File: src/hdl/lmlt_pkg.sv
// Shared types, register indexes and timing constants for the LCD mode and line timing block.
package lmlt_pkg;

    localparam int ELAPSED_W = 8;
    localparam int LIMIT_W   = 9;
    localparam int COUNT_W   = 10;
    localparam int LINE_W    = 8;
    localparam int SUM_W     = COUNT_W + 1;

    localparam int APB_ADDR_W = 5;
    localparam int APB_DATA_W = 32;
    localparam int OUT_DATA_W = 16;

    localparam logic [LINE_W-1:0]  LINE_VBLANK_START = 8'd144;
    localparam logic [LINE_W-1:0]  LINE_LAST         = 8'd153;
    localparam logic [COUNT_W-1:0] COUNT_MAX         = 10'd1023;

    // register indexes (byte address / 4)
    localparam logic [2:0] REG_DISPLAY_ENABLE  = 3'd0;
    localparam logic [2:0] REG_LINE_COMPARE    = 3'd1;
    localparam logic [2:0] REG_COINC_IRQ_EN    = 3'd2;
    localparam logic [2:0] REG_HBLANK_LIMIT    = 3'd3;
    localparam logic [2:0] REG_VBLANK_LIMIT    = 3'd4;
    localparam logic [2:0] REG_OAM_LIMIT       = 3'd5;
    localparam logic [2:0] REG_TRANSFER_LIMIT  = 3'd6;

    typedef enum logic [1:0] {
        LCD_HBLANK   = 2'd0,
        LCD_VBLANK   = 2'd1,
        LCD_OAM_SCAN = 2'd2,
        LCD_DRAW     = 2'd3
    } mode_t;

    typedef struct packed {
        logic               display_enable;
        logic [LINE_W-1:0]  line_compare;
        logic               coinc_irq_enable;
        logic [LIMIT_W-1:0] hblank_limit;
        logic [LIMIT_W-1:0] vblank_limit;
        logic [LIMIT_W-1:0] oam_limit;
        logic [LIMIT_W-1:0] transfer_limit;
    } cfg_t;

    typedef struct packed {
        mode_t             mode;
        logic [LINE_W-1:0] line;
        logic              coincidence;
        logic              vblank_irq;
        logic              lcd_irq;
        logic              render_line;
        logic              frame_done;
    } result_t;

endpackage

File: src/hdl/lcd_mode_line_timing.sv
// Top level of the LCD mode and line timing block: input and result registers around the core.
//
//  channel  | dir | fields (low bit up)
//  s_axis   | in  | tdata: elapsed_cycles[7:0]
//  m_axis   | out | tdata: mode[1:0] line[9:2] coincidence[10] vblank_irq[11]
//           |     |        lcd_irq[12] render_line[13] frame_done[14] zero[15]
//  apb      | in  | regs 0..6 at byte address 4*i
//
// One transfer per cycle sustained while the result is taken; an item passes
// the input register, then the result register. The core adds, compares and
// advances mode combinationally between them; timing state updates as an
// item moves on. A stalled result holds its register and the input register,
// which still takes one item. Reset (rst_n low, asynchronous) restores
// registers and state: line 0, OAM search, counter 0.
module lcd_mode_line_timing
(
    input  logic                              clk,
    input  logic                              rst_n,
    input  logic                              s_tvalid,
    output logic                              s_tready,
    input  logic [7:0]                        s_tdata,   // elapsed_cycles[7:0]
    output logic                              m_tvalid,
    input  logic                              m_tready,
    output logic [lmlt_pkg::OUT_DATA_W-1:0]   m_tdata,   // mode, line, coincidence, pulses
    input  logic                              psel,
    input  logic                              penable,
    input  logic                              pwrite,
    input  logic [lmlt_pkg::APB_ADDR_W-1:0]   paddr,
    input  logic [lmlt_pkg::APB_DATA_W-1:0]   pwdata,
    output logic [lmlt_pkg::APB_DATA_W-1:0]   prdata,
    output logic                              pready
);

    lmlt_pkg::cfg_t                 cfg;
    lmlt_pkg::result_t              result;
    lmlt_pkg::result_t              out_reg;
    logic                           in_valid_reg;
    logic [lmlt_pkg::ELAPSED_W-1:0] in_data_reg;
    logic                           out_valid_reg;
    logic                           advance;
    logic                           step;

    lmlt_regs u_regs
    (
        .clk     (clk),
        .rst_n   (rst_n),
        .psel    (psel),
        .penable (penable),
        .pwrite  (pwrite),
        .paddr   (paddr),
        .pwdata  (pwdata),
        .prdata  (prdata),
        .pready  (pready),
        .cfg     (cfg)
    );

    // handshake: the result register empties or is being taken
    assign advance  = !out_valid_reg || m_tready;
    assign step     = in_valid_reg && advance;
    assign s_tready = !in_valid_reg || advance;

    // input register
    always_ff @(posedge clk or negedge rst_n)
    begin
        if (!rst_n)
        begin
            in_valid_reg <= 1'b0;
        end
        else if (s_tready)
        begin
            in_valid_reg <= s_tvalid;
        end
    end

    always_ff @(posedge clk)
    begin
        if (s_tready && s_tvalid)
        begin
            in_data_reg <= s_tdata;
        end
    end

    lmlt_core u_core
    (
        .clk     (clk),
        .rst_n   (rst_n),
        .cfg     (cfg),
        .step    (step),
        .elapsed (in_data_reg),
        .result  (result)
    );

    // result register
    always_ff @(posedge clk or negedge rst_n)
    begin
        if (!rst_n)
        begin
            out_valid_reg <= 1'b0;
        end
        else if (advance)
        begin
            out_valid_reg <= in_valid_reg;
        end
    end

    always_ff @(posedge clk)
    begin
        if (step)
        begin
            out_reg <= result;
        end
    end

    assign m_tvalid     = out_valid_reg;
    assign m_tdata[1:0] = out_reg.mode;
    assign m_tdata[9:2] = out_reg.line;
    assign m_tdata[10]  = out_reg.coincidence;
    assign m_tdata[11]  = out_reg.vblank_irq;
    assign m_tdata[12]  = out_reg.lcd_irq;
    assign m_tdata[13]  = out_reg.render_line;
    assign m_tdata[14]  = out_reg.frame_done;
    assign m_tdata[15]  = 1'b0;

endmodule

File: src/hdl/lmlt_regs.sv
// APB configuration registers for the LCD mode and line timing block.
module lmlt_regs
(
    input  logic                              clk,
    input  logic                              rst_n,
    input  logic                              psel,
    input  logic                              penable,
    input  logic                              pwrite,
    input  logic [lmlt_pkg::APB_ADDR_W-1:0]   paddr,
    input  logic [lmlt_pkg::APB_DATA_W-1:0]   pwdata,
    output logic [lmlt_pkg::APB_DATA_W-1:0]   prdata,
    output logic                              pready,
    output lmlt_pkg::cfg_t                    cfg
);

    lmlt_pkg::cfg_t cfg_reg;
    logic           wr_en;
    logic [2:0]     reg_index;

    assign pready    = 1'b1;
    assign wr_en     = psel & penable & pwrite;
    assign reg_index = paddr[4:2];
    assign cfg       = cfg_reg;

    // register writes
    always_ff @(posedge clk or negedge rst_n)
    begin
        if (!rst_n)
        begin
            cfg_reg.display_enable   <= 1'b1;
            cfg_reg.line_compare     <= '0;
            cfg_reg.coinc_irq_enable <= 1'b0;
            cfg_reg.hblank_limit     <= 9'd204;
            cfg_reg.vblank_limit     <= 9'd456;
            cfg_reg.oam_limit        <= 9'd80;
            cfg_reg.transfer_limit   <= 9'd172;
        end
        else if (wr_en)
        begin
            unique case (reg_index)
                lmlt_pkg::REG_DISPLAY_ENABLE: cfg_reg.display_enable   <= pwdata[0];
                lmlt_pkg::REG_LINE_COMPARE:
                    cfg_reg.line_compare <= pwdata[lmlt_pkg::LINE_W-1:0];
                lmlt_pkg::REG_COINC_IRQ_EN:   cfg_reg.coinc_irq_enable <= pwdata[0];
                lmlt_pkg::REG_HBLANK_LIMIT:
                    cfg_reg.hblank_limit <= pwdata[lmlt_pkg::LIMIT_W-1:0];
                lmlt_pkg::REG_VBLANK_LIMIT:
                    cfg_reg.vblank_limit <= pwdata[lmlt_pkg::LIMIT_W-1:0];
                lmlt_pkg::REG_OAM_LIMIT:
                    cfg_reg.oam_limit <= pwdata[lmlt_pkg::LIMIT_W-1:0];
                lmlt_pkg::REG_TRANSFER_LIMIT:
                    cfg_reg.transfer_limit <= pwdata[lmlt_pkg::LIMIT_W-1:0];
                default: ;
            endcase
        end
    end

    // read mux
    always_comb
    begin
        prdata = '0;
        unique case (reg_index)
            lmlt_pkg::REG_DISPLAY_ENABLE: prdata[0] = cfg_reg.display_enable;
            lmlt_pkg::REG_LINE_COMPARE:
                prdata[lmlt_pkg::LINE_W-1:0] = cfg_reg.line_compare;
            lmlt_pkg::REG_COINC_IRQ_EN:   prdata[0] = cfg_reg.coinc_irq_enable;
            lmlt_pkg::REG_HBLANK_LIMIT:
                prdata[lmlt_pkg::LIMIT_W-1:0] = cfg_reg.hblank_limit;
            lmlt_pkg::REG_VBLANK_LIMIT:
                prdata[lmlt_pkg::LIMIT_W-1:0] = cfg_reg.vblank_limit;
            lmlt_pkg::REG_OAM_LIMIT:
                prdata[lmlt_pkg::LIMIT_W-1:0] = cfg_reg.oam_limit;
            lmlt_pkg::REG_TRANSFER_LIMIT:
                prdata[lmlt_pkg::LIMIT_W-1:0] = cfg_reg.transfer_limit;
            default: prdata = '0;
        endcase
    end

endmodule

File: src/hdl/lmlt_core.sv
// Timing state and combinational mode/line update for one elapsed-cycles transfer.
module lmlt_core
(
    input  logic                              clk,
    input  logic                              rst_n,
    input  lmlt_pkg::cfg_t                    cfg,
    input  logic                              step,
    input  logic [lmlt_pkg::ELAPSED_W-1:0]    elapsed,
    output lmlt_pkg::result_t                 result
);

    logic [lmlt_pkg::COUNT_W-1:0] count_reg, count_next;
    logic [lmlt_pkg::LINE_W-1:0]  line_reg, line_next;
    lmlt_pkg::mode_t              mode_reg, mode_next;
    logic                         coinc_reg, coinc_next;

    logic [lmlt_pkg::LIMIT_W-1:0] limit;
    logic [lmlt_pkg::SUM_W-1:0]   sum;
    logic [lmlt_pkg::SUM_W-1:0]   rem;
    logic                         reached;
    logic [lmlt_pkg::LINE_W-1:0]  line_inc;
    logic                         line_change;
    logic                         match;
    logic                         vblank_irq, lcd_irq, render_line, frame_done;

    // limit of the current mode
    always_comb
    begin
        unique case (mode_reg)
            lmlt_pkg::LCD_HBLANK:   limit = cfg.hblank_limit;
            lmlt_pkg::LCD_VBLANK:   limit = cfg.vblank_limit;
            lmlt_pkg::LCD_OAM_SCAN: limit = cfg.oam_limit;
            lmlt_pkg::LCD_DRAW:     limit = cfg.transfer_limit;
            default:                limit = cfg.transfer_limit;
        endcase
    end

    // accumulate and test against the limit
    assign sum      = {1'b0, count_reg}
                    + {{(lmlt_pkg::SUM_W-lmlt_pkg::ELAPSED_W){1'b0}}, elapsed};
    assign reached  = (sum >= {{(lmlt_pkg::SUM_W-lmlt_pkg::LIMIT_W){1'b0}}, limit});
    assign rem      = reached
                    ? sum - {{(lmlt_pkg::SUM_W-lmlt_pkg::LIMIT_W){1'b0}}, limit} : sum;
    assign line_inc = line_reg + 8'd1;

    // mode advance
    always_comb
    begin
        mode_next   = mode_reg;
        line_next   = line_reg;
        line_change = 1'b0;
        vblank_irq  = 1'b0;
        render_line = 1'b0;
        frame_done  = 1'b0;
        if (cfg.display_enable && reached)
        begin
            unique case (mode_reg)
                lmlt_pkg::LCD_HBLANK:
                begin
                    line_next   = line_inc;
                    line_change = 1'b1;
                    if (line_inc < lmlt_pkg::LINE_VBLANK_START)
                    begin
                        mode_next = lmlt_pkg::LCD_OAM_SCAN;
                    end
                    else
                    begin
                        mode_next  = lmlt_pkg::LCD_VBLANK;
                        vblank_irq = 1'b1;
                    end
                end
                lmlt_pkg::LCD_VBLANK:
                begin
                    line_next   = line_inc;
                    line_change = 1'b1;
                    if (line_inc > lmlt_pkg::LINE_LAST)
                    begin
                        line_next  = '0;
                        frame_done = 1'b1;
                        mode_next  = lmlt_pkg::LCD_OAM_SCAN;
                    end
                end
                lmlt_pkg::LCD_OAM_SCAN:
                begin
                    mode_next = lmlt_pkg::LCD_DRAW;
                end
                default:
                begin
                    mode_next   = lmlt_pkg::LCD_HBLANK;
                    render_line = 1'b1;
                end
            endcase
        end
    end

    // coincidence check on a line change
    assign match      = (line_next == cfg.line_compare);
    assign coinc_next = line_change ? match : coinc_reg;
    assign lcd_irq    = line_change & match & cfg.coinc_irq_enable;

    // counter update with saturation
    always_comb
    begin
        count_next = count_reg;
        if (cfg.display_enable)
        begin
            if (rem > {1'b0, lmlt_pkg::COUNT_MAX})
            begin
                count_next = lmlt_pkg::COUNT_MAX;
            end
            else
            begin
                count_next = rem[lmlt_pkg::COUNT_W-1:0];
            end
        end
    end

    // state registers
    always_ff @(posedge clk or negedge rst_n)
    begin
        if (!rst_n)
        begin
            count_reg <= '0;
            line_reg  <= '0;
            mode_reg  <= lmlt_pkg::LCD_OAM_SCAN;
            coinc_reg <= 1'b0;
        end
        else if (step)
        begin
            count_reg <= count_next;
            line_reg  <= line_next;
            mode_reg  <= mode_next;
            coinc_reg <= coinc_next;
        end
    end

    assign result.mode        = mode_next;
    assign result.line        = line_next;
    assign result.coincidence = coinc_next;
    assign result.vblank_irq  = vblank_irq;
    assign result.lcd_irq     = lcd_irq;
    assign result.render_line = render_line;
    assign result.frame_done  = frame_done;

    // a frame wrap lands on line zero in OAM search
    a_frame_wrap: assert property (@(posedge clk) disable iff (!rst_n)
        step && frame_done |=> line_reg == '0 && mode_reg == lmlt_pkg::LCD_OAM_SCAN)
        else $error("frame wrap did not return to line zero in OAM search");

    // a frozen display keeps all timing state
    a_frozen: assert property (@(posedge clk) disable iff (!rst_n)
        step && !cfg.display_enable |=> $stable(count_reg) && $stable(line_reg)
            && $stable(mode_reg) && $stable(coinc_reg))
        else $error("timing state moved while display disabled");

    // only one mode advance per transfer
    a_one_event: assert property (@(posedge clk) disable iff (!rst_n)
        $onehot0({vblank_irq, render_line, frame_done}))
        else $error("more than one mode event in one transfer");

    // end of pixel transfer enters horizontal blank
    a_render_hblank: assert property (@(posedge clk) disable iff (!rst_n)
        step && render_line |=> mode_reg == lmlt_pkg::LCD_HBLANK)
        else $error("render pulse without entering horizontal blank");

endmodule
File: config.mk
export PLATFORM = sky130hd
export DESIGN_NAME = lcd_mode_line_timing
export DESIGN_NICKNAME = d
export VERILOG_FILES = /design/src/hdl/lmlt_pkg.sv /design/src/hdl/lcd_mode_line_timing.sv /design/src/hdl/lmlt_regs.sv /design/src/hdl/lmlt_core.sv
export SDC_FILE = /design/constraint.sdc
export NUM_CORES = 1
export LEC_CHECK = 0
export ABC_CLOCK_PERIOD_IN_PS = 4300
export BUFFER_PORTS_ARGS = -buffer_cell sky130_fd_sc_hd__buf_2
export CORE_MARGIN = 1.5
export CORE_UTILIZATION = 57
export CTS_CLUSTER_DIAMETER = 150
export DETAILED_ROUTE_END_ITERATION = 8
export MAX_ROUTING_LAYER = met4
export PLACE_DENSITY = 0.88
export SYNTH_ARGS = -nofsm -noshare
export SYNTH_HDL_FRONTEND = slang
export SYNTH_SLANG_ARGS = --single-unit
File: constraint.sdc
create_clock -name clk -period 4.3 [get_ports clk]
set_input_delay 0.215 -clock clk [delete_from_list [all_inputs] [get_ports clk]]
set_output_delay 0.215 -clock clk [all_outputs]
set_load 0.02 [all_outputs]
==> summary by stage, run 1 <==
Yosys
The average cell area after synthesis is 10.6 µm². Synthesis inferred 92 register bits. For this run, the number of Yosys warnings is 0. The fraction of synthesis flops using an asynchronous set or reset pin is 0.750. The most used flip-flop cell after synthesis is sky130_fd_sc_hd__dfrtp_1. The post-synthesis sequential area ratio is 0.409. Yosys mapped a number of flops with a built-in enable equal to 23. The cell area that synthesis handed to floorplanning was 5950 µm². Synthesis handed over a netlist of 562 instances. Counting distinct cell types in the post-synthesis netlist gives 82.

Global routing
The met1 routing resource usage after global routing is 0.332. The number of antenna violations at the first check in global routing came to 0. In the global route stage, overall resource usage came out at 0.266. The global routing usage on met2 is 0.424.

The global-route wire length before repair is 22500 µm. In this run the most used layer during global routing was met2. Global routing finished with a remaining overflow of 0. In the global route stage, met3 resource usage came out at 0.0468. Entering global routing, the biggest net connects 43 pins. The number of global-route vias before repair came to 4559.

Min path
The path category of the worst min-delay check is input pin to asynchronous set/reset pin.

Clock tree
After clock tree synthesis, the clock-pin slew on the worst setup and hold paths is 0.09 ns. TritonCTS built the clock tree. The maximum clock path buffer count is 2. The root buffer cell is sky130_fd_sc_hd__clkbuf_8. The post-CTS setup-driven buffer insertion count is 0. Clock latency on the worst-skew pair, taken at its later pin, is 0.38 ns. The number of clock sinks is 92.

The CTS H-tree depth is 3. The number of buffers created by CTS is 9.

Critical path
At the worst endpoint, the arrival time is 4.13 ns. The worst register-to-register path begins at u_core.count_reg[0]$_DFFE_PN0P_. The largest stage delay on the critical path is 0.40 ns. The sort of element at the start of the critical path is a register. Walking the worst path, the cells encountered are ha_1, inv_1, fa_1, nor2b_1, o211ai_1, a32o_1, xnor2_1, ha_1, and3_1, a32oi_2, a21oi_2, a21boi_0, o21a_1, o211ai_1, o21ai_1. In this run the worst setup path begins at u_core.count_reg[0]$_DFFE_PN0P_. The highest net fanout along the worst path is 5. The data required time of the worst path is 4.42 ns. The slowest stage of the critical path belongs to the cell sky130_fd_sc_hd__fa_1.

STA classifies the critical path endpoint as a register. The class of the most critical setup path is register to register.

Timing
Timing would allow up to 249 MHz. For the pin with the worst max-slew slack, the measured transition is 1.02 ns. Adding up every negative setup slack in the final design gives 0 ns. The post-route worst setup slack is 0.292 ns. Between clock sinks in the finished design, the worst skew comes to 0.00986 ns. The worst slew slack as a fraction of its limit is 0.318. The final critical-path required period is 4.01 ns. The final-report max-slew violation count is 0. Setup violations remaining at the end of the flow were counted as 0. The final-report hold violation count is 6. In the finished design, the share of the clock period the worst path needs comes to 0.932. Setup repair after global routing left no endpoint under its margin. The final-layout worst hold slack is -0.00736 ns.

Final layout
The repair_antennas step left the layout with diodes totalling 0. In the layout the commonest cells are sky130_fd_sc_hd__dfrtp_1, sky130_fd_sc_hd__buf_2, sky130_fd_sc_hd__mux2_2, sky130_fd_sc_hd__nand2_1, sky130_fd_sc_hd__nor2_1. The share of final-layout standard cells stronger than drive strength 1 is 0.291. The number of fill cells in the layout is 808.

The flip-flop count of the largest register after layout is 46. At the end of the flow, the number of nets in the layout was 690. From synthesis to final layout, the design area changed by 8.91%. The sequential standard cell area is 2440 µm². For this run, the share of the core covered by cells in the final layout is 0.634. In the final layout, the multi-input gates occupy 3210 µm².

Floorplan
The starting density of the core is 0.582. The floorplan step set the die width to 105 µm. The die outline height is 105 µm. The area of the die is 11100 µm². 103 I/O pins were placed.

In this run the core area contains 37 standard-cell rows. The total area inside the core boundary comes to 10200 µm².

Run status
The checks that failed: negative hold slack. The run finished, with violations left.

Detailed routing
In the routed layout, each cell is associated on average with a via count of 5.96. Summed over all layers, the routed wires come to 13600 µm. The routed length per instance is 17.9 µm. Once detail routing completed, the nets flagged for antenna violations numbered 0.

The length of the first detailed-routing pass in iterations is 5. The detailed router's first-iteration violation count is 313. The DRC violations left is 0. The vias after detailed routing is 4521.

Power
The power density normalized to cell area is 740 nW/µm². The static leakage is 2.76 nW. The worst-case IR drop observed on VDD is 0.395 mV.

Placed design
The weighted congestion at the end of routability-driven global placement is 0.889. Prior to clock tree synthesis, the placed netlist has a worst setup slack of 0.187 ns. The detailed placement HPWL is 10000 µm.

In this run the tool buffered the top-level ports with 52 buffer cells.

Flow run
The number of max-cap violations is 0.
[metal layers]
metal	part of all wire	wire (µm)	vias to the layer above
met3	0.061	830	34
met1	0.43	5820	2193
met2	0.49	6600	208
li1	-	-	2086
met4	0.024	320	0
met5	0	0	-
[metrics by stage]
stage,cell area [µm²],hold slack [ns],total power [W],cells
after floorplan,6040,-0.0806,0.00357,585
after global placement,6240,0.392,0.00402,736
after detailed placement,6240,0.393,0.00416,736
after CTS,6480,0.00282,0.00474,758
after global routing,6480,0.0105,0.00516,758
final,6480,-0.00736,0.00480,758
[repair_timing]
item	CTS	global route
resized for setup	0	4
hold buffers	6	0
hold endpoints to repair	6	0
endpoints found under the setup margin	0	6
[worst paths after layout]
path | to | slack [ns] | cells past startpoint
min in group clk | in_data_reg[7]$_DFFE_PP_ | 0.02 | 1
max reg2reg | m_tdata[10]$_DFFE_PP_ | 0.29 | 15
max in group asynchronous | u_regs.cfg[34]$_DFFE_PN1P_ | 3.34 | 2
max | m_tdata[10]$_DFFE_PP_ | 0.29 | 15
min | u_core.line_reg[1]$_DFFE_PN0P_ | -0.007 | 1
min reg2reg | m_tvalid$_DFFE_PN0P_ | 0.53 | 1
[area by class of cell]
cell class | count | area share
sequential | 92 | 0.376
multi-input combinational | 420 | 0.495
clock buffer | 11 | 0.0218
clock inverter | 5 | 0.00560
tap | 136 | 0.0262
inverter | 28 | 0.0162
timing repair buffer | 66 | 0.0587
[synthesized netlist by cell type, types with 7 or more instances]
cell | number | share of area
sky130_fd_sc_hd__nor2_1 | 41 | 0.026
sky130_fd_sc_hd__dfrtp_1 | 53 | 0.22
sky130_fd_sc_hd__a21oi_1 | 26 | 0.022
sky130_fd_sc_hd__nand2b_1 | 11 | 0.012
sky130_fd_sc_hd__edfxtp_1 | 23 | 0.12
sky130_fd_sc_hd__mux2i_1 | 14 | 0.024
sky130_fd_sc_hd__o21ai_0 | 30 | 0.025
sky130_fd_sc_hd__nand2_1 | 43 | 0.027
sky130_fd_sc_hd__xnor2_1 | 15 | 0.022
sky130_fd_sc_hd__nand3_1 | 9 | 0.0076
sky130_fd_sc_hd__ha_1 | 19 | 0.040
sky130_fd_sc_hd__buf_4 | 27 | 0.034
sky130_fd_sc_hd__nor3_1 | 12 | 0.010
sky130_fd_sc_hd__mux2_2 | 48 | 0.091
sky130_fd_sc_hd__mux4_2 | 9 | 0.034
sky130_fd_sc_hd__o21a_1 | 7 | 0.0088
sky130_fd_sc_hd__dfstp_2 | 16 | 0.071
sky130_fd_sc_hd__inv_1 | 26 | 0.016
sky130_fd_sc_hd__nor2b_1 | 8 | 0.0084
sky130_fd_sc_hd__clkbuf_1 | 11 | 0.0069
[where the power goes]
group	internal [W]	switching, W	leakage [nW]
Combinational	0.00125	0.00173	1.63
Clock	0.000227	0.000317	0.0820
Sequential	0.00111	0.000172	1.04
[critical path, delay by kind of cell (launching register included)]
family / cells / cell delay (ns)
AO/OA/AOI/OAI: 8 / 1.81
adder cells (fa/ha/maj): 3 / 0.97
AND/OR/NAND/NOR: 2 / 0.41
flip-flops: 1 / 0.36
XOR/XNOR: 1 / 0.15
buffers and inverters: 1 / 0.05
[cell families after synthesis]
kind of cell / after synthesis / share of synthesized area
AND/OR/NAND/NOR: 158 / 0.135
multiplexers: 72 / 0.151
flip-flops: 92 / 0.409
AO/OA/AOI/OAI: 120 / 0.150
XOR/XNOR: 24 / 0.0403
other: 2 / 0.00126
adder cells (fa/ha/maj): 21 / 0.0466
buffers and inverters: 73 / 0.0668
Note: power is estimated with default switching activity, not from simulation.
==> run 2, diff against run 1 <==
- ABC_AREA: default -> 1
==> run 2 against run 1 <==
The run now ends clean; clock power increased by 14%; setup slack gained 0.00082 ns; critical path depth is 10 higher; total power up 5.1%; clock skew up 0.0082 ns; critical endpoint unchanged.
==> summary by stage, run 2 <==
Placed design
The weighted congestion at the end of routability-driven global placement is 0.926. The detailed placement HPWL is 10900 µm. The count of buffers added on input and output ports is 52. The placed instance count is 908.

Global routing
The number of antenna violations at the first check in global routing is 0. The global-route wire length before repair is 24500 µm. The number of global-route vias before repair was 5146. The largest net degree at the start of global routing is 38. The all-layer global routing usage is 0.294.

The total congestion overflow after global routing is 0.

Yosys
The post-synthesis sequential area ratio is 0.419. Of the total synthesized cell area, the portion taken by AND, OR, NAND and NOR gates is 0.231. During synthesis, Yosys emitted a total of 0 warnings.

The fraction of synthesis flops using an asynchronous set or reset pin is 0.750. The average cell area after synthesis is 7.89 µm². After synthesis, the most frequently instantiated cells are sky130_fd_sc_hd__nand2_1, sky130_fd_sc_hd__o21ai_0, sky130_fd_sc_hd__inv_1. The share of synthesized area in the top cell type comes to 0.228.

After technology mapping, the gate count stands at 738. The post-synthesis xor/xnor area fraction is 0.0269. The synthesized design contains 23 enable-type register cells.

The count of cell types in the netlist is 47. In this run the cell area of the synthesized design comes to 5820 µm². The top cell type by total area after synthesis is sky130_fd_sc_hd__dfrtp_1.

By area the synthesized netlist is led by sky130_fd_sc_hd__dfrtp_1, sky130_fd_sc_hd__edfxtp_1, sky130_fd_sc_hd__nand2_1, sky130_fd_sc_hd__o21ai_0, sky130_fd_sc_hd__dfstp_2. Of the total synthesized cell area, the portion taken by full adders, half adders and majority gates is 0.0477. The number of synthesized register bits is 92.

In the post-synthesis netlist, the cell with the most instances is sky130_fd_sc_hd__nand2_1. Among all flip-flop cells after synthesis, the most frequent one is sky130_fd_sc_hd__dfrtp_1. The main combinational cell family by area after synthesis is simple AND/OR/NAND/NOR gates. The synthesized-area fraction occupied by ao, oa, aoi and oai cells is 0.162. The portion of synthesized area spent on multiplexers is 0.

Clock tree
After clock tree synthesis, the clock-pin slew on the worst setup and hold paths is 0.10 ns. The maximum clock path buffer count is 2. TritonCTS built the clock tree.

Buffers inserted during clock tree synthesis total 9. The CTS H-tree depth is 3. The root buffer cell is sky130_fd_sc_hd__clkbuf_8.

The number of clock sinks is 92. The clock latency on the worst-skew pair is 0.38 ns.

Final layout
The share of final-layout standard cells stronger than drive strength 1 is 0.152. 0 antenna diodes ended up in the layout. The final standard cell count with taps included and fillers excluded is 934. The number of fill cells in the layout is 856. The footprint of the multi-input gates is 2830 µm². Compared with the post-synthesis result, the final layout area differs by 10.4%. The library cell used most frequently in the layout, excluding fill and tap cells, is sky130_fd_sc_hd__nand2_1. The register with the most flip-flops in the layout has 46 of them. The final layout contains 870 nets.

Across the whole layout, storage elements account for 2440 µm². The final core area utilization is 0.655. Leaving out fill and tap cells, the most frequent cells in the layout are sky130_fd_sc_hd__nand2_1, sky130_fd_sc_hd__o21ai_0, sky130_fd_sc_hd__inv_1, sky130_fd_sc_hd__dfrtp_1, sky130_fd_sc_hd__buf_2.

Power
The share of total power dissipated in sequential elements is 0.263. Summed over all cells, the static leakage comes to 3.11 nW. The internal portion of total power is 0.00255 W. The overall power after layout is 0.00505 W. Of the total power, combinational logic draws 0.614. Across the VDD grid, the largest voltage drop is 0.451 mV. The power density normalized to cell area is 785 nW/µm². For this design the total switching power over the nets is 0.00250 W. The share of total power in the clock network is 0.123.

The proportion of total power due to net switching is 0.494.

Floorplan
The initial utilization of the core area, before any placement, comes to 0.593. The die is 104 µm wide. Row generation in the floorplan step produced 36 rows. The die is 104 µm tall. During I/O placement, the number of pins put on the boundary was 103. The die covers 10800 µm².

The area of the core is 9820 µm².

Critical path
STA puts the critical path data arrival time at 4.13 ns. The class of the most critical setup path is register to register. The kind of capture point of the worst setup path is a register.

At the worst endpoint, the required time is 4.43 ns. The highest net fanout along the worst path is 15. Measured in cells, the most critical reg-to-reg path has a length of 25.

The sort of element at the start of the critical path is a register.

Min path
The number of instances on the worst hold path is 1. The path category of the worst min-delay check is input pin to register.

Detailed routing
Dividing the detail-routed wire length by the instance count gives 16.0 µm. The count of nets left with antenna violations after detail routing is 0. Using the TritonRoute via totals, the vias-per-cell ratio works out to 5.57. The final route contains 5200 vias. In the routed design, unresolved DRC markers number 0. The length of the first detailed-routing pass in iterations is 5. In this run, the number of DRC markers left after iteration 0 of detailed routing was 416.

After detailed routing, the total wire length is 14900 µm.

Timing
The summed negative setup slack over all endpoints is 0 ns. For the pin with the worst max-slew slack, the measured transition is 1.12 ns. The worst slew slack as a fraction of its limit is 0.250. For the final database, setup skew stands at 0.0181 ns. The final-report max-slew violation count is 0.

The tightest hold path in the finished design has a slack of 0.0294 ns. Based on the critical path, the design can be clocked at up to 250 MHz. The worst path in the final design needs a cycle of 4.01 ns, including I/O delays and setup. The final worst-path cycle share is 0.932. Setup repair after global routing left no endpoint under its margin. The final-report hold violation count is 0. Setup violations remaining at the end of the flow were counted as 0.

Run status
The flow ran to the end, and the final reports show no timing, DRC or antenna violations.

Flow run
The tool flagged a number of max-cap violations equal to 0.
## run 2: cell count changes in the layout (fill, tap and decap cells not counted), sizes merged, moves of 9 or more
cell / delta
inv: +67
mux2: -48
mux2i: -15
mux4: -9
nand2: +142
nand2b: -11
nand3: +39
o21ai: +71
xnor2: -11
## run 2: final timing paths
| check | from | endpoint | slack (ns) |
|---|---|---|---|
| max | u_core.count_reg[0]$_DFFE_PN0P_ | m_tdata[10]$_DFFE_PP_ | 0.29 |
| min | s_tdata[3] | in_data_reg[3]$_DFFE_PP_ | 0.03 |
| max reg2reg | u_core.count_reg[0]$_DFFE_PN0P_ | m_tdata[10]$_DFFE_PP_ | 0.29 |
| min reg2reg | u_regs.cfg[38]$_DFFE_PN0P_ | u_regs.cfg[38]$_DFFE_PN0P_ | 0.50 |
| max in group asynchronous | rst_n | u_regs.cfg[24]$_DFFE_PN1P_ | 2.85 |
| min in group asynchronous | rst_n | u_regs.cfg[38]$_DFFE_PN0P_ | 0.46 |
## run 2: cell families (layout without fill, tap and decap cells)
kind of cell             count (synthesis)  count (layout)
buffers and inverters                  139             179
XOR/XNOR                                17              17
adder cells (fa/ha/maj)                 21              21
AO/OA/AOI/OAI                          166             166
other                                    2              25
flip-flops                              92              92
AND/OR/NAND/NOR                        301             301
## run 2: power by group through the flow
stage          registers, W  clock network [W]  logic, W
6_report            0.00133           0.000618   0.00310
4_1_cts             0.00132           0.000620   0.00298
5_1_grt             0.00135           0.000661   0.00345
3_5_place_dp        0.00134                  0   0.00296
2_1_floorplan       0.00134                  0   0.00228
3_3_place_gp        0.00133                  0   0.00286
## run 2: per-stage QoR
stage                     worst slack (ns)  cell area [µm²]
after floorplan                      0.857             5910
after global placement               0.381             6090
after detailed placement             0.237             6090
after CTS                            0.150             6320
after global routing               0.00755             6430
final                                0.292             6430
## run 2: layer usage
layer	vias to the layer above	routed length, µm	track usage	part of all wire
met3	44	1040	0.0526	0.070
met4	0	435	0.137	0.029
met2	275	6990	0.463	0.47
li1	2521	-	-	-
met1	2360	6470	0.371	0.43
met5	-	0	-	0
## run 2: repair_timing
item / 4_1_cts / 5_1_grt
hold buffers: 2 / 6
setup endpoints to repair: 0 / 13
gates resized for setup: 0 / 4
endpoints found under the hold margin: 25 / 6
buffers inserted: 0 / 3
## run 2: layout make-up
class	instances	area share
timing repair buffer	71	0.0677
tap	133	0.0259
inverter	93	0.0547
clock inverter	4	0.00525
clock buffer	11	0.0271
sequential	92	0.379
multi-input combinational	530	0.440
## run 2: critical path, stage by stage, from the launching register on
cell and delay, ns:
sky130_fd_sc_hd__dfrtp_1 0.36, sky130_fd_sc_hd__ha_1 0.20, sky130_fd_sc_hd__inv_1 0.07, sky130_fd_sc_hd__fa_1 0.43, sky130_fd_sc_hd__nor2_1 0.14, sky130_fd_sc_hd__nand2_1 0.08, sky130_fd_sc_hd__nand2_1 0.13, sky130_fd_sc_hd__xor2_2 0.20
sky130_fd_sc_hd__ha_1 0.31, sky130_fd_sc_hd__a21oi_1 0.16, sky130_fd_sc_hd__o21ai_0 0.10, sky130_fd_sc_hd__nor2_1 0.22, sky130_fd_sc_hd__nor2_1 0.09, sky130_fd_sc_hd__nand4_1 0.10, sky130_fd_sc_hd__nand2_1 0.14, sky130_fd_sc_hd__o21ai_4 0.20
sky130_fd_sc_hd__buf_12 0.15, sky130_fd_sc_hd__buf_4 0.12, sky130_fd_sc_hd__buf_4 0.10, sky130_fd_sc_hd__nand2_1 0.04, sky130_fd_sc_hd__nand3_1 0.07, sky130_fd_sc_hd__nand2_1 0.07, sky130_fd_sc_hd__nand3_2 0.08, sky130_fd_sc_hd__nor2_2 0.04
sky130_fd_sc_hd__nand2_1 0.08, sky130_fd_sc_hd__nand2_2 0.06
==> run 3, diff against run 2 <==
- CELL_PAD_IN_SITES_DETAIL_PLACEMENT: default -> 1
- CELL_PAD_IN_SITES_GLOBAL_PLACEMENT: default -> 1
- CORE_UTILIZATION: 57 -> 42
==> run 3 against run 2 <==
Sequential power hardly changed; core utilization is 17 points lower; cell area up 0.62%; critical path depth is 1 higher; die area up 35%; count of clock-buffer cells in the layout is 2 higher; highest routed layer unchanged; largest cell class unchanged; setup slack worse by 0.020 ns; final cell count up 3.7%; sequential share of layout area decreased by 0.23 points.
==> summary by stage, run 3 (same netlist as run 2, synthesis figures left out) <==
Run status
The flow ran to the end, and the final reports show no timing, DRC or antenna violations.

Detailed routing
The number of vias per cell after detailed routing is 5.46. The detailed-route wire length is 17000 µm. Detailed routing inserted a total of 5286 vias. The count of nets left with antenna violations after detail routing is 0.

The first detailed-routing pass ran for 4 iterations. The detailed router's first-iteration violation count is 246. Dividing the detail-routed wire length by the instance count gives 17.6 µm. After detailed routing, the number of remaining DRC violations is 0.

Placed design
The instance area after placement is 6150 µm². The count of buffers from port buffering is 52. The weighted congestion at the end of routability-driven global placement is 0.914.

In this run, placement finished with an instance count of 950. The wire-length estimate of the detail-placed layout is 12700 µm.

Clock tree
The clock-pin transition on the worst setup and hold timing paths is 0.07 ns. The root buffer cell is sky130_fd_sc_hd__clkbuf_16. At the later pin of the worst-skew pair, clock insertion delay measures 0.37 ns. The number of buffers created by CTS is 9. The maximum clock path buffer count is 2.

The CTS H-tree depth is 3. Counting every sink on the clock net gives 92. The TritonCTS clock tree is built.

Final layout
Compared with the post-synthesis result, the final layout area differs by 11.1%. The number of fill cells in the layout is 1703. The most common cell after layout, fill and taps aside is sky130_fd_sc_hd__nand2_1. The finished layout holds 969 standard cells, fillers aside. In the final layout, the share of cells above drive strength 1 is 0.150. The net count of the finished layout is 861. The count of antenna diodes in the layout is 0. In the layout the commonest cells are sky130_fd_sc_hd__nand2_1, sky130_fd_sc_hd__o21ai_0, sky130_fd_sc_hd__inv_1, sky130_fd_sc_hd__dfrtp_1, sky130_fd_sc_hd__buf_2. Registers take 2440 µm². Once layout is done, the placed cells without fillers occupy 6470 µm².

The flip-flop count of the largest register after layout is 46. The multi-input combinational cells in the finished layout cover a total of 2830 µm².

Timing
On the final layout, the worst hold slack is 0.0272 ns. At the pin with the least slew margin, the transition time is 1.20 ns. The timing-limited maximum frequency is 248 MHz. The final worst-path cycle share is 0.937. The final-report max-slew violation count is 0. On the final layout, the worst clock skew is 0.0134 ns. The routed design could run at a clock period as short as 4.03 ns. Setup repair after global routing left no endpoint under its margin. Setup violations remaining at the end of the flow were counted as 0. Adding up every negative setup slack in the final design gives 0 ns. The worst pin sits at a relative slew slack of 0.194. The final-report hold violation count is 0.

Critical path
STA puts the critical path data arrival time at 4.33 ns. The largest individual stage delay along the critical path comes from the cell sky130_fd_sc_hd__fa_1. The cell type group with the largest total delay on the critical path is simple AND/OR/NAND/NOR gates. The number of buffers and inverters on the critical path is 2. The sort of element at the start of the critical path is a register. Data on the critical path is required at its endpoint by 4.60 ns.

The most common cell type on the critical path is sky130_fd_sc_hd__nand2_1. The largest single stage delay on the critical path is 0.42 ns. The worst setup path is captured at a register. The highest net fanout along the worst path is 19.

The class of the most critical setup path is register to register.

Flow run
The number of max-cap violations is 0.

Global routing
The global-route wire length before repair is 28600 µm. For this run, the total global-route usage over all layers was measured as 0.258. Global routing finished with a remaining overflow of 0. Entering global routing, the biggest net connects 39 pins. The number of global-route vias before repair was 5670. The number of antenna violations at the first check in global routing is 0.

Floorplan
The area of the die is 14600 µm². The starting density of the core is 0.434. The number of core rows is 42. The area of the core is 13400 µm².

Measured along the x axis, the die boundary spans 121 µm. The die outline height is 121 µm. The number of top-level design ports is 103.

Min path
The path class of the tightest hold or removal check is input pin to register.

Power
IR analysis of the VDD net gives a maximum drop of 0.296 mV. The power density normalized to cell area is 815 nW/µm². The static leakage is 3.11 nW. Overall power consumption after layout is estimated at 0.00527 W.
==> run 3: cell type report <==
class | count | share of cell area
Tap cell | 176 | 0.0340
Timing Repair Buffer | 62 | 0.0542
Inverter | 93 | 0.0544
Multi-Input combinational cell | 530 | 0.437
Sequential cell | 92 | 0.377
Clock buffer | 13 | 0.0402
Clock inverter | 3 | 0.00329
==> run 3: final timing paths <==
kind,start,end,slack [ns],cells after the start
worst max-delay path,u_core.count_reg[0]$_DFFE_PN0P_,u_core.coinc_reg$_DFFE_PN0P_,0.27,26
worst min-delay path,s_tdata[2],in_data_reg[2]$_DFFE_PP_,0.03,1
worst max register to register,u_core.count_reg[0]$_DFFE_PN0P_,u_core.coinc_reg$_DFFE_PN0P_,0.27,26
worst min register to register,u_core.count_reg[5]$_DFFE_PN0P_,u_core.count_reg[5]$_DFFE_PN0P_,0.49,2
max in group asynchronous,rst_n,u_regs.cfg[33]$_DFFE_PN1P_,2.82,3
min in group asynchronous,rst_n,u_regs.cfg[22]$_DFFE_PN0P_,0.46,2
==> run 3: repair_timing <==
| action | CTS | global route |
|---|---|---|
| buffers inserted | 0 | 2 |
| endpoints found under the setup margin | 0 | 13 |
| endpoints found under the hold margin | 27 | 0 |
| hold buffers | 1 | 0 |
| resized for setup | 0 | 4 |
==> run 3: layer usage <==
layer / global-route usage / wire [µm] / up-vias
met2: 0.439 / 8510 / 130
met4: 0.0868 / 300 / 0
met1: 0.314 / 7460 / 2617
met5: - / 0 / -
li1: - / - / 2509
met3: 0.0425 / 739 / 30
==> run 3: stage by stage <==
stage | setup WS, ns | util
after floorplan | 0.857 | -
after global placement | 0.352 | 0.459
after detailed placement | 0.205 | 0.459
after CTS | 0.175 | 0.481
after global routing | 0.00444 | 0.483
final | 0.272 | 0.483
==> run 3: where the power goes <==
group	switching (W)	total, W	internal [W]
registers	0.000169	0.00134	0.00117
clock network	0.000357	0.000783	0.000425
logic	0.00207	0.00315	0.00108
